$ cat config.mk
export PLATFORM = sky130hd
export DESIGN_NAME = block_mapped_flash_translation_top
export DESIGN_NICKNAME = d
export VERILOG_FILES = /design/src/rtl/core/bmft_pkg.sv /design/src/rtl/core/block_mapped_flash_translation_top.sv /design/src/rtl/core/bmft_front.sv /design/src/rtl/core/bmft_back.sv
export SDC_FILE = /design/constraint.sdc
export NUM_CORES = 2
export LEC_CHECK = 0
export ABC_AREA = 1
export BUFFER_PORTS_ARGS = -buffer_cell sky130_fd_sc_hd__buf_2
export CAP_MARGIN = 20
export CORE_ASPECT_RATIO = 1.2
export CORE_MARGIN = 2
export CORE_UTILIZATION = 60
export CTS_CLUSTER_SIZE = 8
export DETAILED_ROUTE_END_ITERATION = 6
export HOLD_SLACK_MARGIN = 0.08
export PLACE_DENSITY = 0.81
export SYNTH_ARGS = -nofsm -noshare
export SYNTH_HDL_FRONTEND = slang
export SYNTH_HIERARCHICAL = 1
export SYNTH_SLANG_ARGS = --single-unit
$ cat constraint.sdc
create_clock -name clk -period 4.4 [get_ports clk]
set_input_delay 0.22 -clock clk [delete_from_list [all_inputs] [get_ports clk]]
set_output_delay 0.22 -clock clk [all_outputs]
set_load 0.005 [all_outputs]
$ cat src/rtl/core/bmft_pkg.sv
// bmft_pkg: shared constants, opcodes and beat types for the flash translation block
// no dependencies; used by bmft_front, bmft_back and the top level
package bmft_pkg;

    // geometry
    localparam int PAGES_PER_BLK = 16;
    localparam int DATA_BLOCKS   = 64;
    localparam int TOTAL_BLOCKS  = DATA_BLOCKS + 1;

    // internal widths
    localparam int OFF_W = (PAGES_PER_BLK > 1) ? $clog2(PAGES_PER_BLK) : 1;
    localparam int LBN_W = (DATA_BLOCKS > 1) ? $clog2(DATA_BLOCKS) : 1;
    localparam int BLK_W = $clog2(TOTAL_BLOCKS);

    // field widths of the beats
    localparam int LSN_W  = 10;
    localparam int TAG_W  = 4;
    localparam int OP_W   = 2;
    localparam int PAGE_W = 11;
    localparam int EBLK_W = 7;

    // request kinds
    localparam logic KIND_READ  = 1'b0;
    localparam logic KIND_WRITE = 1'b1;

    // command opcodes
    localparam logic [OP_W-1:0] OP_READ    = 2'd0;
    localparam logic [OP_W-1:0] OP_PROGRAM = 2'd1;
    localparam logic [OP_W-1:0] OP_COPY    = 2'd2;
    localparam logic [OP_W-1:0] OP_ERASE   = 2'd3;

    typedef struct packed {
        logic             kind;
        logic [LSN_W-1:0] logical_sector;
        logic [TAG_W-1:0] buffer_tag;
    } req_t;

    typedef struct packed {
        logic [OP_W-1:0]   op;
        logic [PAGE_W-1:0] dest_page;
        logic [PAGE_W-1:0] src_page;
        logic [EBLK_W-1:0] erase_block;
        logic [TAG_W-1:0]  tag_out;
        logic              last;
    } cmd_t;

    // decoded request as it sits in the queue
    typedef struct packed {
        logic             kind;
        logic [LBN_W-1:0] lbn;
        logic [OFF_W-1:0] off;
        logic [TAG_W-1:0] tag;
    } item_t;

endpackage

$ cat src/rtl/core/block_mapped_flash_translation_top.sv
// block_mapped_flash_translation_top: host sector requests in, flash command beats out
// depends on bmft_pkg, bmft_front, bmft_back
// path: a request passes the front queue and the back-end IDLE, MAP and ROW states
// beats: one per read or first-time program, PAGES_PER_BLK copy/program beats plus an erase per rewrite,
// from the back-end sequencer, one beat per cycle through one output register unless cmd_stall holds
// reset: map and written marks come up via per-entry and per-row valid flops, no sweep
module block_mapped_flash_translation_top
(
    input  logic           clk,
    input  logic           rst_n,
    input  logic           req_valid,
    output logic           req_stall,
    input  bmft_pkg::req_t req,
    output logic           cmd_valid,
    input  logic           cmd_stall,
    output bmft_pkg::cmd_t cmd
);

    // queue link between front and back
    logic            q_valid;
    logic            q_pop;
    bmft_pkg::item_t q_item;

    // front: takes request beats, splits the sector, queues up to two requests
    bmft_front u_front
    (
        .clk       (clk),
        .rst_n     (rst_n),
        .req_valid (req_valid),
        .req_stall (req_stall),
        .req       (req),
        .q_valid   (q_valid),
        .q_pop     (q_pop),
        .q_item    (q_item)
    );

    // back: map lookup, mark lookup, then one beat per cycle for a rewrite while cmd_stall is low
    bmft_back u_back
    (
        .clk       (clk),
        .rst_n     (rst_n),
        .q_valid   (q_valid),
        .q_pop     (q_pop),
        .q_item    (q_item),
        .cmd_valid (cmd_valid),
        .cmd_stall (cmd_stall),
        .cmd       (cmd)
    );

    // erase always closes a request
    a_erase_last: assert property (@(posedge clk) disable iff (!rst_n)
        cmd_valid && (cmd.op == bmft_pkg::OP_ERASE) |-> cmd.last)
        else $error("erase beat without last");

    // a copy never targets its own source page
    a_copy_moves: assert property (@(posedge clk) disable iff (!rst_n)
        cmd_valid && (cmd.op == bmft_pkg::OP_COPY) |-> (cmd.src_page != cmd.dest_page))
        else $error("copy beat with same source and destination");

    // a read is a single-beat request
    a_read_last: assert property (@(posedge clk) disable iff (!rst_n)
        cmd_valid && (cmd.op == bmft_pkg::OP_READ) |-> cmd.last)
        else $error("read beat without last");

    // back end only pulls from a non-empty queue
    a_pop_valid: assert property (@(posedge clk) disable iff (!rst_n)
        q_pop |-> q_valid)
        else $error("queue popped while empty");

endmodule

$ cat src/rtl/core/bmft_front.sv
// bmft_front: request intake, sector decode and two-entry request queue
// depends on bmft_pkg
module bmft_front
(
    input  logic            clk,
    input  logic            rst_n,
    input  logic            req_valid,
    output logic            req_stall,
    input  bmft_pkg::req_t  req,
    output logic            q_valid,
    input  logic            q_pop,
    output bmft_pkg::item_t q_item
);

    bmft_pkg::item_t q_mem [2];
    bmft_pkg::item_t dec;
    logic [bmft_pkg::LSN_W-1:0] blk_num;
    logic       push;
    logic       wr_ptr_reg, wr_ptr_next;
    logic       rd_ptr_reg, rd_ptr_next;
    logic [1:0] count_reg, count_next;

    // split sector into logical block and page offset
    assign blk_num   = bmft_pkg::LSN_W'(32'(req.logical_sector) / bmft_pkg::PAGES_PER_BLK);
    assign dec.kind  = req.kind;
    assign dec.lbn   = bmft_pkg::LBN_W'(32'(blk_num) % bmft_pkg::DATA_BLOCKS);
    assign dec.off   = bmft_pkg::OFF_W'(32'(req.logical_sector) % bmft_pkg::PAGES_PER_BLK);
    assign dec.tag   = req.buffer_tag;

    assign req_stall = (count_reg == 2'd2);
    assign push      = req_valid && !req_stall;
    assign q_valid   = (count_reg != 2'd0);
    assign q_item    = q_mem[rd_ptr_reg];

    always_comb
    begin
        wr_ptr_next = push  ? !wr_ptr_reg : wr_ptr_reg;
        rd_ptr_next = q_pop ? !rd_ptr_reg : rd_ptr_reg;
        case ({push, q_pop})
            2'b10:   count_next = count_reg + 2'd1;
            2'b01:   count_next = count_reg - 2'd1;
            default: count_next = count_reg;
        endcase
    end

    always_ff @(posedge clk or negedge rst_n)
    begin
        if (!rst_n)
        begin
            wr_ptr_reg <= 1'b0;
            rd_ptr_reg <= 1'b0;
            count_reg  <= 2'd0;
        end
        else
        begin
            wr_ptr_reg <= wr_ptr_next;
            rd_ptr_reg <= rd_ptr_next;
            count_reg  <= count_next;
        end
    end

    always_ff @(posedge clk)
    begin
        if (push)
        begin
            q_mem[wr_ptr_reg] <= dec;
        end
    end

endmodule

$ cat src/rtl/core/bmft_back.sv
// bmft_back: block map, written marks and command sequencer with output register
// depends on bmft_pkg
module bmft_back
(
    input  logic            clk,
    input  logic            rst_n,
    input  logic            q_valid,
    output logic            q_pop,
    input  bmft_pkg::item_t q_item,
    output logic            cmd_valid,
    input  logic            cmd_stall,
    output bmft_pkg::cmd_t  cmd
);

    localparam int P     = bmft_pkg::PAGES_PER_BLK;
    localparam int NB    = bmft_pkg::TOTAL_BLOCKS;
    localparam int ND    = bmft_pkg::DATA_BLOCKS;
    localparam int BLK_W = bmft_pkg::BLK_W;
    localparam int PW    = bmft_pkg::PAGE_W;

    localparam logic [2:0] ST_IDLE  = 3'd0;
    localparam logic [2:0] ST_MAP   = 3'd1;
    localparam logic [2:0] ST_ROW   = 3'd2;
    localparam logic [2:0] ST_PAGES = 3'd3;
    localparam logic [2:0] ST_ERASE = 3'd4;

    // memories: map entries and one row of written marks per physical block
    logic [BLK_W-1:0] map_mem [ND];
    logic [P-1:0]     row_mem [NB];

    logic [2:0]             state_reg, state_next;
    logic [bmft_pkg::OFF_W-1:0] idx_reg, idx_next;
    logic [ND-1:0]          map_valid_reg, map_valid_next;
    logic [NB-1:0]          row_valid_reg, row_valid_next;
    logic [BLK_W-1:0]       spare_reg, spare_next;
    logic                   cmd_valid_reg, cmd_valid_next;
    bmft_pkg::cmd_t         cmd_reg, cmd_next;

    bmft_pkg::item_t cur_reg;
    logic [BLK_W-1:0] map_rd_reg;
    logic [P-1:0]     row_rd_reg;
    logic [BLK_W-1:0] old_reg;
    logic [PW-1:0]    old_base_reg;
    logic [PW-1:0]    spare_base_reg;

    logic [BLK_W-1:0] map_word;
    logic [P-1:0]     row_word;
    logic [P-1:0]     off_mask;
    logic             hit;
    logic             can_load;
    logic             load;
    logic             row_wr_en;
    logic [BLK_W-1:0] row_wr_addr;
    logic             rewrite_en;

    // unwritten map entries read as identity, unwritten rows as all clear
    assign map_word = map_valid_reg[cur_reg.lbn] ? map_rd_reg : BLK_W'(cur_reg.lbn);
    assign row_word = row_valid_reg[old_reg] ? row_rd_reg : '0;
    assign off_mask = {{(P-1){1'b0}}, 1'b1} << cur_reg.off;
    assign hit      = row_word[cur_reg.off];
    assign can_load = !cmd_valid_reg || !cmd_stall;

    assign cmd_valid = cmd_valid_reg;
    assign cmd       = cmd_reg;

    always_comb
    begin
        state_next  = state_reg;
        idx_next    = idx_reg;
        spare_next  = spare_reg;
        q_pop       = 1'b0;
        load        = 1'b0;
        row_wr_en   = 1'b0;
        row_wr_addr = old_reg;
        rewrite_en  = 1'b0;
        cmd_next    = '0;

        case (state_reg)
            ST_IDLE:
            begin
                if (q_valid)
                begin
                    q_pop      = 1'b1;
                    state_next = ST_MAP;
                end
            end
            ST_MAP:
            begin
                state_next = ST_ROW;
            end
            ST_ROW:
            begin
                if (cur_reg.kind == bmft_pkg::KIND_READ)
                begin
                    if (can_load)
                    begin
                        load               = 1'b1;
                        cmd_next.op        = bmft_pkg::OP_READ;
                        cmd_next.dest_page = old_base_reg + PW'(cur_reg.off);
                        cmd_next.tag_out   = cur_reg.tag;
                        cmd_next.last      = 1'b1;
                        state_next         = ST_IDLE;
                    end
                end
                else if (!hit)
                begin
                    if (can_load)
                    begin
                        load               = 1'b1;
                        row_wr_en          = 1'b1;
                        cmd_next.op        = bmft_pkg::OP_PROGRAM;
                        cmd_next.dest_page = old_base_reg + PW'(cur_reg.off);
                        cmd_next.tag_out   = cur_reg.tag;
                        cmd_next.last      = 1'b1;
                        state_next         = ST_IDLE;
                    end
                end
                else
                begin
                    // rebuild in the spare: marks move over, map and spare swap now
                    row_wr_en   = 1'b1;
                    row_wr_addr = spare_reg;
                    rewrite_en  = 1'b1;
                    spare_next  = old_reg;
                    idx_next    = '0;
                    state_next  = ST_PAGES;
                end
            end
            ST_PAGES:
            begin
                if (can_load)
                begin
                    load               = 1'b1;
                    cmd_next.dest_page = spare_base_reg + PW'(idx_reg);
                    if (idx_reg == cur_reg.off)
                    begin
                        cmd_next.op      = bmft_pkg::OP_PROGRAM;
                        cmd_next.tag_out = cur_reg.tag;
                    end
                    else
                    begin
                        cmd_next.op       = bmft_pkg::OP_COPY;
                        cmd_next.src_page = old_base_reg + PW'(idx_reg);
                    end
                    if (idx_reg == bmft_pkg::OFF_W'(P - 1))
                    begin
                        state_next = ST_ERASE;
                    end
                    else
                    begin
                        idx_next = idx_reg + 1'b1;
                    end
                end
            end
            ST_ERASE:
            begin
                if (can_load)
                begin
                    load                 = 1'b1;
                    cmd_next.op          = bmft_pkg::OP_ERASE;
                    cmd_next.erase_block = bmft_pkg::EBLK_W'(old_reg);
                    cmd_next.last        = 1'b1;
                    state_next           = ST_IDLE;
                end
            end
            default:
            begin
                state_next = ST_IDLE;
            end
        endcase
    end

    always_comb
    begin
        map_valid_next = map_valid_reg;
        row_valid_next = row_valid_reg;
        if (row_wr_en)
        begin
            row_valid_next[row_wr_addr] = 1'b1;
        end
        if (rewrite_en)
        begin
            row_valid_next[old_reg]     = 1'b0;
            map_valid_next[cur_reg.lbn] = 1'b1;
        end
        if (load)
        begin
            cmd_valid_next = 1'b1;
        end
        else if (!cmd_stall)
        begin
            cmd_valid_next = 1'b0;
        end
        else
        begin
            cmd_valid_next = cmd_valid_reg;
        end
    end

    always_ff @(posedge clk or negedge rst_n)
    begin
        if (!rst_n)
        begin
            state_reg     <= ST_IDLE;
            idx_reg       <= '0;
            map_valid_reg <= '0;
            row_valid_reg <= '0;
            spare_reg     <= BLK_W'(ND);
            cmd_valid_reg <= 1'b0;
        end
        else
        begin
            state_reg     <= state_next;
            idx_reg       <= idx_next;
            map_valid_reg <= map_valid_next;
            row_valid_reg <= row_valid_next;
            spare_reg     <= spare_next;
            cmd_valid_reg <= cmd_valid_next;
        end
    end

    always_ff @(posedge clk)
    begin
        if (load)
        begin
            cmd_reg <= cmd_next;
        end
        if (q_pop)
        begin
            cur_reg <= q_item;
        end
        if (state_reg == ST_MAP)
        begin
            old_reg        <= map_word;
            old_base_reg   <= PW'(32'(map_word) * P);
            spare_base_reg <= PW'(32'(spare_reg) * P);
        end
    end

    // map memory, registered read
    always_ff @(posedge clk)
    begin
        if (q_pop)
        begin
            map_rd_reg <= map_mem[q_item.lbn];
        end
        if (rewrite_en)
        begin
            map_mem[cur_reg.lbn] <= spare_reg;
        end
    end

    // written-mark rows, registered read
    always_ff @(posedge clk)
    begin
        if (state_reg == ST_MAP)
        begin
            row_rd_reg <= row_mem[map_word];
        end
        if (row_wr_en)
        begin
            row_mem[row_wr_addr] <= row_word | off_mask;
        end
    end

endmodule
==> results.md <==
* Status: finished, final reports clean
* Startpoint Class: flop
* Clock slew at reported path FFs at 60 ps
* Global-route wire length before repair at 324,000 µm
* Commonest non-fill, non-tap cell in the layout: nand2_1
* Sequential area share after synthesis at 69.7%
* Int Power at 39.2 mW
* Worst R2R Path Depth at 24
* Yosys warnings at 6
* Non-filler instance count after layout at 9,087
* Hold path depth at 2
* Die Ht at 390 µm
* Hold Crit Class: primary input to flop
* Mapped Avg Cell Area at 10.7 µm²
* Max reg flops at 1,040
* Min Tclk post-route at 4270 ps
* Largest cells by area after synthesis: edfxtp_1, nand2_1, nand3_1
* Placed cells at 8,618
* Post-Route WL at 220,000 µm
* Total iterations of the first detailed-routing run at 6
* Fin crit share at 96.9%
* Final setup viols at 0
* Root Driver: clkbuf_16
* Initial Util at 60.5%
* PnR worst setup slack at 135 ps
* FMAX at 0.234 GHz
* Worst Skew at 83.8 ps
* Max_slew headroom at 25.0%
* Finished Core Util at 70.5%
* Total number of vias at 54.6k
* CTS tree: yes
* Post-synthesis register bit count at 1,754
* H-tree lvl count at 4
* Fraction of registers with async set/reset at 8.44%
* Logic gate share of total power at 40.9%
* Die area at 127,000 µm²
* DP HPWL at 130,000 µm
* Clk sinks at 1,754
* Initial antenna violation count at 3
* Synth top area share at 64.8%
* Avg WL per Cell at 24.2 µm
* Final Hold Viols at 0
* Worst Path Arrival at 4850 ps
* Synthesized Nets at 6,985
* Synth area leader: edfxtp_1
* Static leakage at 35.6 nW
* Total gr overflow at 0
* Number of buffers created by CTS at 237
* Slew Viols, Final at 0
* Max FO, Critical Path at 34
* Die W at 326 µm
* Share of cells above drive strength 1 at 10.3%
* Clk_lat worst skew at 860 ps
* I/O pins at 57
* Num rows at 141
* Commonest cells after routing, fill and taps aside: nand2_1, edfxtp_1, inv_1, nand3_1, nor2_1
* Residual DRC count at 0
* Maximum clock insertion buffer count at 3
* Multi-input gate area at 17,400 µm²
* Initial DRC Count at 8,322
* Nets at 7,282
* Worst-margin pin slew at 1120 ps
* Clock power frac at 25.0%
* Overall Global Routing Usage at 34.3%
* Floorplan core area at 123,000 µm²
* Register Area at 51,900 µm²
* Sw Ratio at 41.8%
* Pwr dens at 775 nW/µm²
* Cell area after synthesis at 74,500 µm²
* Sequential share of power at 34.1%
* Post-synthesis cell type count at 46
* Pwr Total at 67.3 mW
* GP Congestion at 1.04
* Synth Flop Type: edfxtp_1
* Maxcap violations at 0
* FILL cells at 8,048
* Average vias per placed instance at 6.01
* Number of synthesized flops with an enable pin at 1,606
* Place WS at 269 ps
* Switching Power at 28.1 mW
* I/O Buffers at 56
* WP data required at 4980 ps
* Critical path class: flop to flop
* Cells after Synth at 6,964
* Worst VDD drop at 943 µV
* Critical Path Sink Type: flop
* Largest net degree at the start of global routing at 114
* P&R area growth vs syn at 16.6%
* Routed Antenna Nets at 0
* Vias in the first global route at 53.3k
[critical path, cell delays in order (launching register included)]
cell and delay, ps:
edfxtp_1 510, inv_2 100, nand3_1 150, buf_12 220, o22ai_1 110, nor3_1 220
nand2_1 80, nand2_1 60, nand2_1 60, nor2_2 200, nand2_2 100, buf_4 200
nand2_1 110, o21ai_4 70, buf_4 160, buf_12 180, buf_12 190, nand3_1 110
nand3_1 90, nand3_1 140, nand3_1 300, nand3_1 240, nand2_1 100, nand2_1 110
nand2_1 110
[timing repair]
| action | CTS | global route |
|---|---|---|
| buffers inserted | 0 | 13 |
| endpoints found under the setup margin | 0 | 1214 |
| hold buffers | 33 | 0 |
| resized for setup | 0 | 14 |
| hold endpoints to repair | 136 | 0 |
[per-stage QoR]
step / hold WS, ps / area (µm²) / TNS [ps]
3_5_place_dp: 375 / 79400 / 0
6_report: 142 / 86800 / 0
4_1_cts: 81.8 / 86600 / 0
3_3_place_gp: 362 / 79400 / 0
2_1_floorplan: -75.6 / 74500 / 0
5_1_grt: 132 / 86800 / -11.4
[cell usage after synthesis (all sizes together) (2+ instances only)]
master   number
nand2      1700
edfxtp     1606
inv        1000
nand3       906
nor2        507
o21ai       390
buf         198
clkbuf      170
dfrtp       147
o22ai       140
a21oi        79
o211ai       25
or2          17
o221ai       16
nand4        13
nor3         12
clkinv        5
o32ai         5
o2111ai       4
o21a          3
o21bai        3
a22oi         2
ha            2
o311ai        2
o31ai         2
xnor2         2
xor2          2
[layout make-up]
cell class / instances / area share, %
Timing Repair Buffer: 425 / 5.49
Tap cell: 1644 / 2.37
Multi-Input combinational cell: 3838 / 20.0
Inverter: 1005 / 4.36
Clock buffer: 403 / 7.55
Clock inverter: 15 / 0.366
Sequential cell: 1754 / 59.8
Antenna cell: 3 / 0.00865
[final timing paths]
path / from / to / slack, ps
min in group asynchronous: rst_n / u_back/row_valid_reg[60] / 560
worst min-delay path: req[4] / u_front/q_mem[0][4] / 140
worst max-delay path: u_back/cur_reg[10] / u_back/row_rd_reg[6] / 130
max in group asynchronous: rst_n / u_back/map_valid_reg[27] / 2850
worst min register to register: u_back/map_valid_reg[39] / u_back/map_valid_reg[39] / 460
worst max register to register: u_back/cur_reg[10] / u_back/row_rd_reg[6] / 130
[routing by layer]
layer	track usage, %	up-vias	part of all wire (%)
met5	0	-	0.0059
met4	23.6	2	7.7
met3	6.33	855	11
met2	55.6	3983	48
met1	42.0	25900	34
li1	-	23900	-
[cell families (layout without fill, tap and decap cells)]
logic type | count (synthesis) | after routing | share of synthesized area, %
AND/OR/NAND/NOR | 3156 | 3157 | 17.8
flip-flops | 1754 | 1754 | 69.7
buffers and inverters | 1373 | 1848 | 7.34
AO/OA/AOI/OAI | 675 | 675 | 5.07
XOR/XNOR | 4 | 4 | 0.0471
adder cells (fa/ha/maj) | 2 | 2 | 0.0336
other | 0 | 3 | 0
[power groups by stage]
stage / Combinational, mW / Clock [mW] / Sequential, mW
after floorplan: 14.1 / 0 / 23.6
after global placement: 25.5 / 0 / 23.2
after detailed placement: 26.0 / 0 / 23.2
after CTS: 26.3 / 16.9 / 22.9
after global routing: 28.6 / 17.6 / 23.0
final: 27.5 / 16.8 / 23.0
Power figures use the tool's default switching activity.
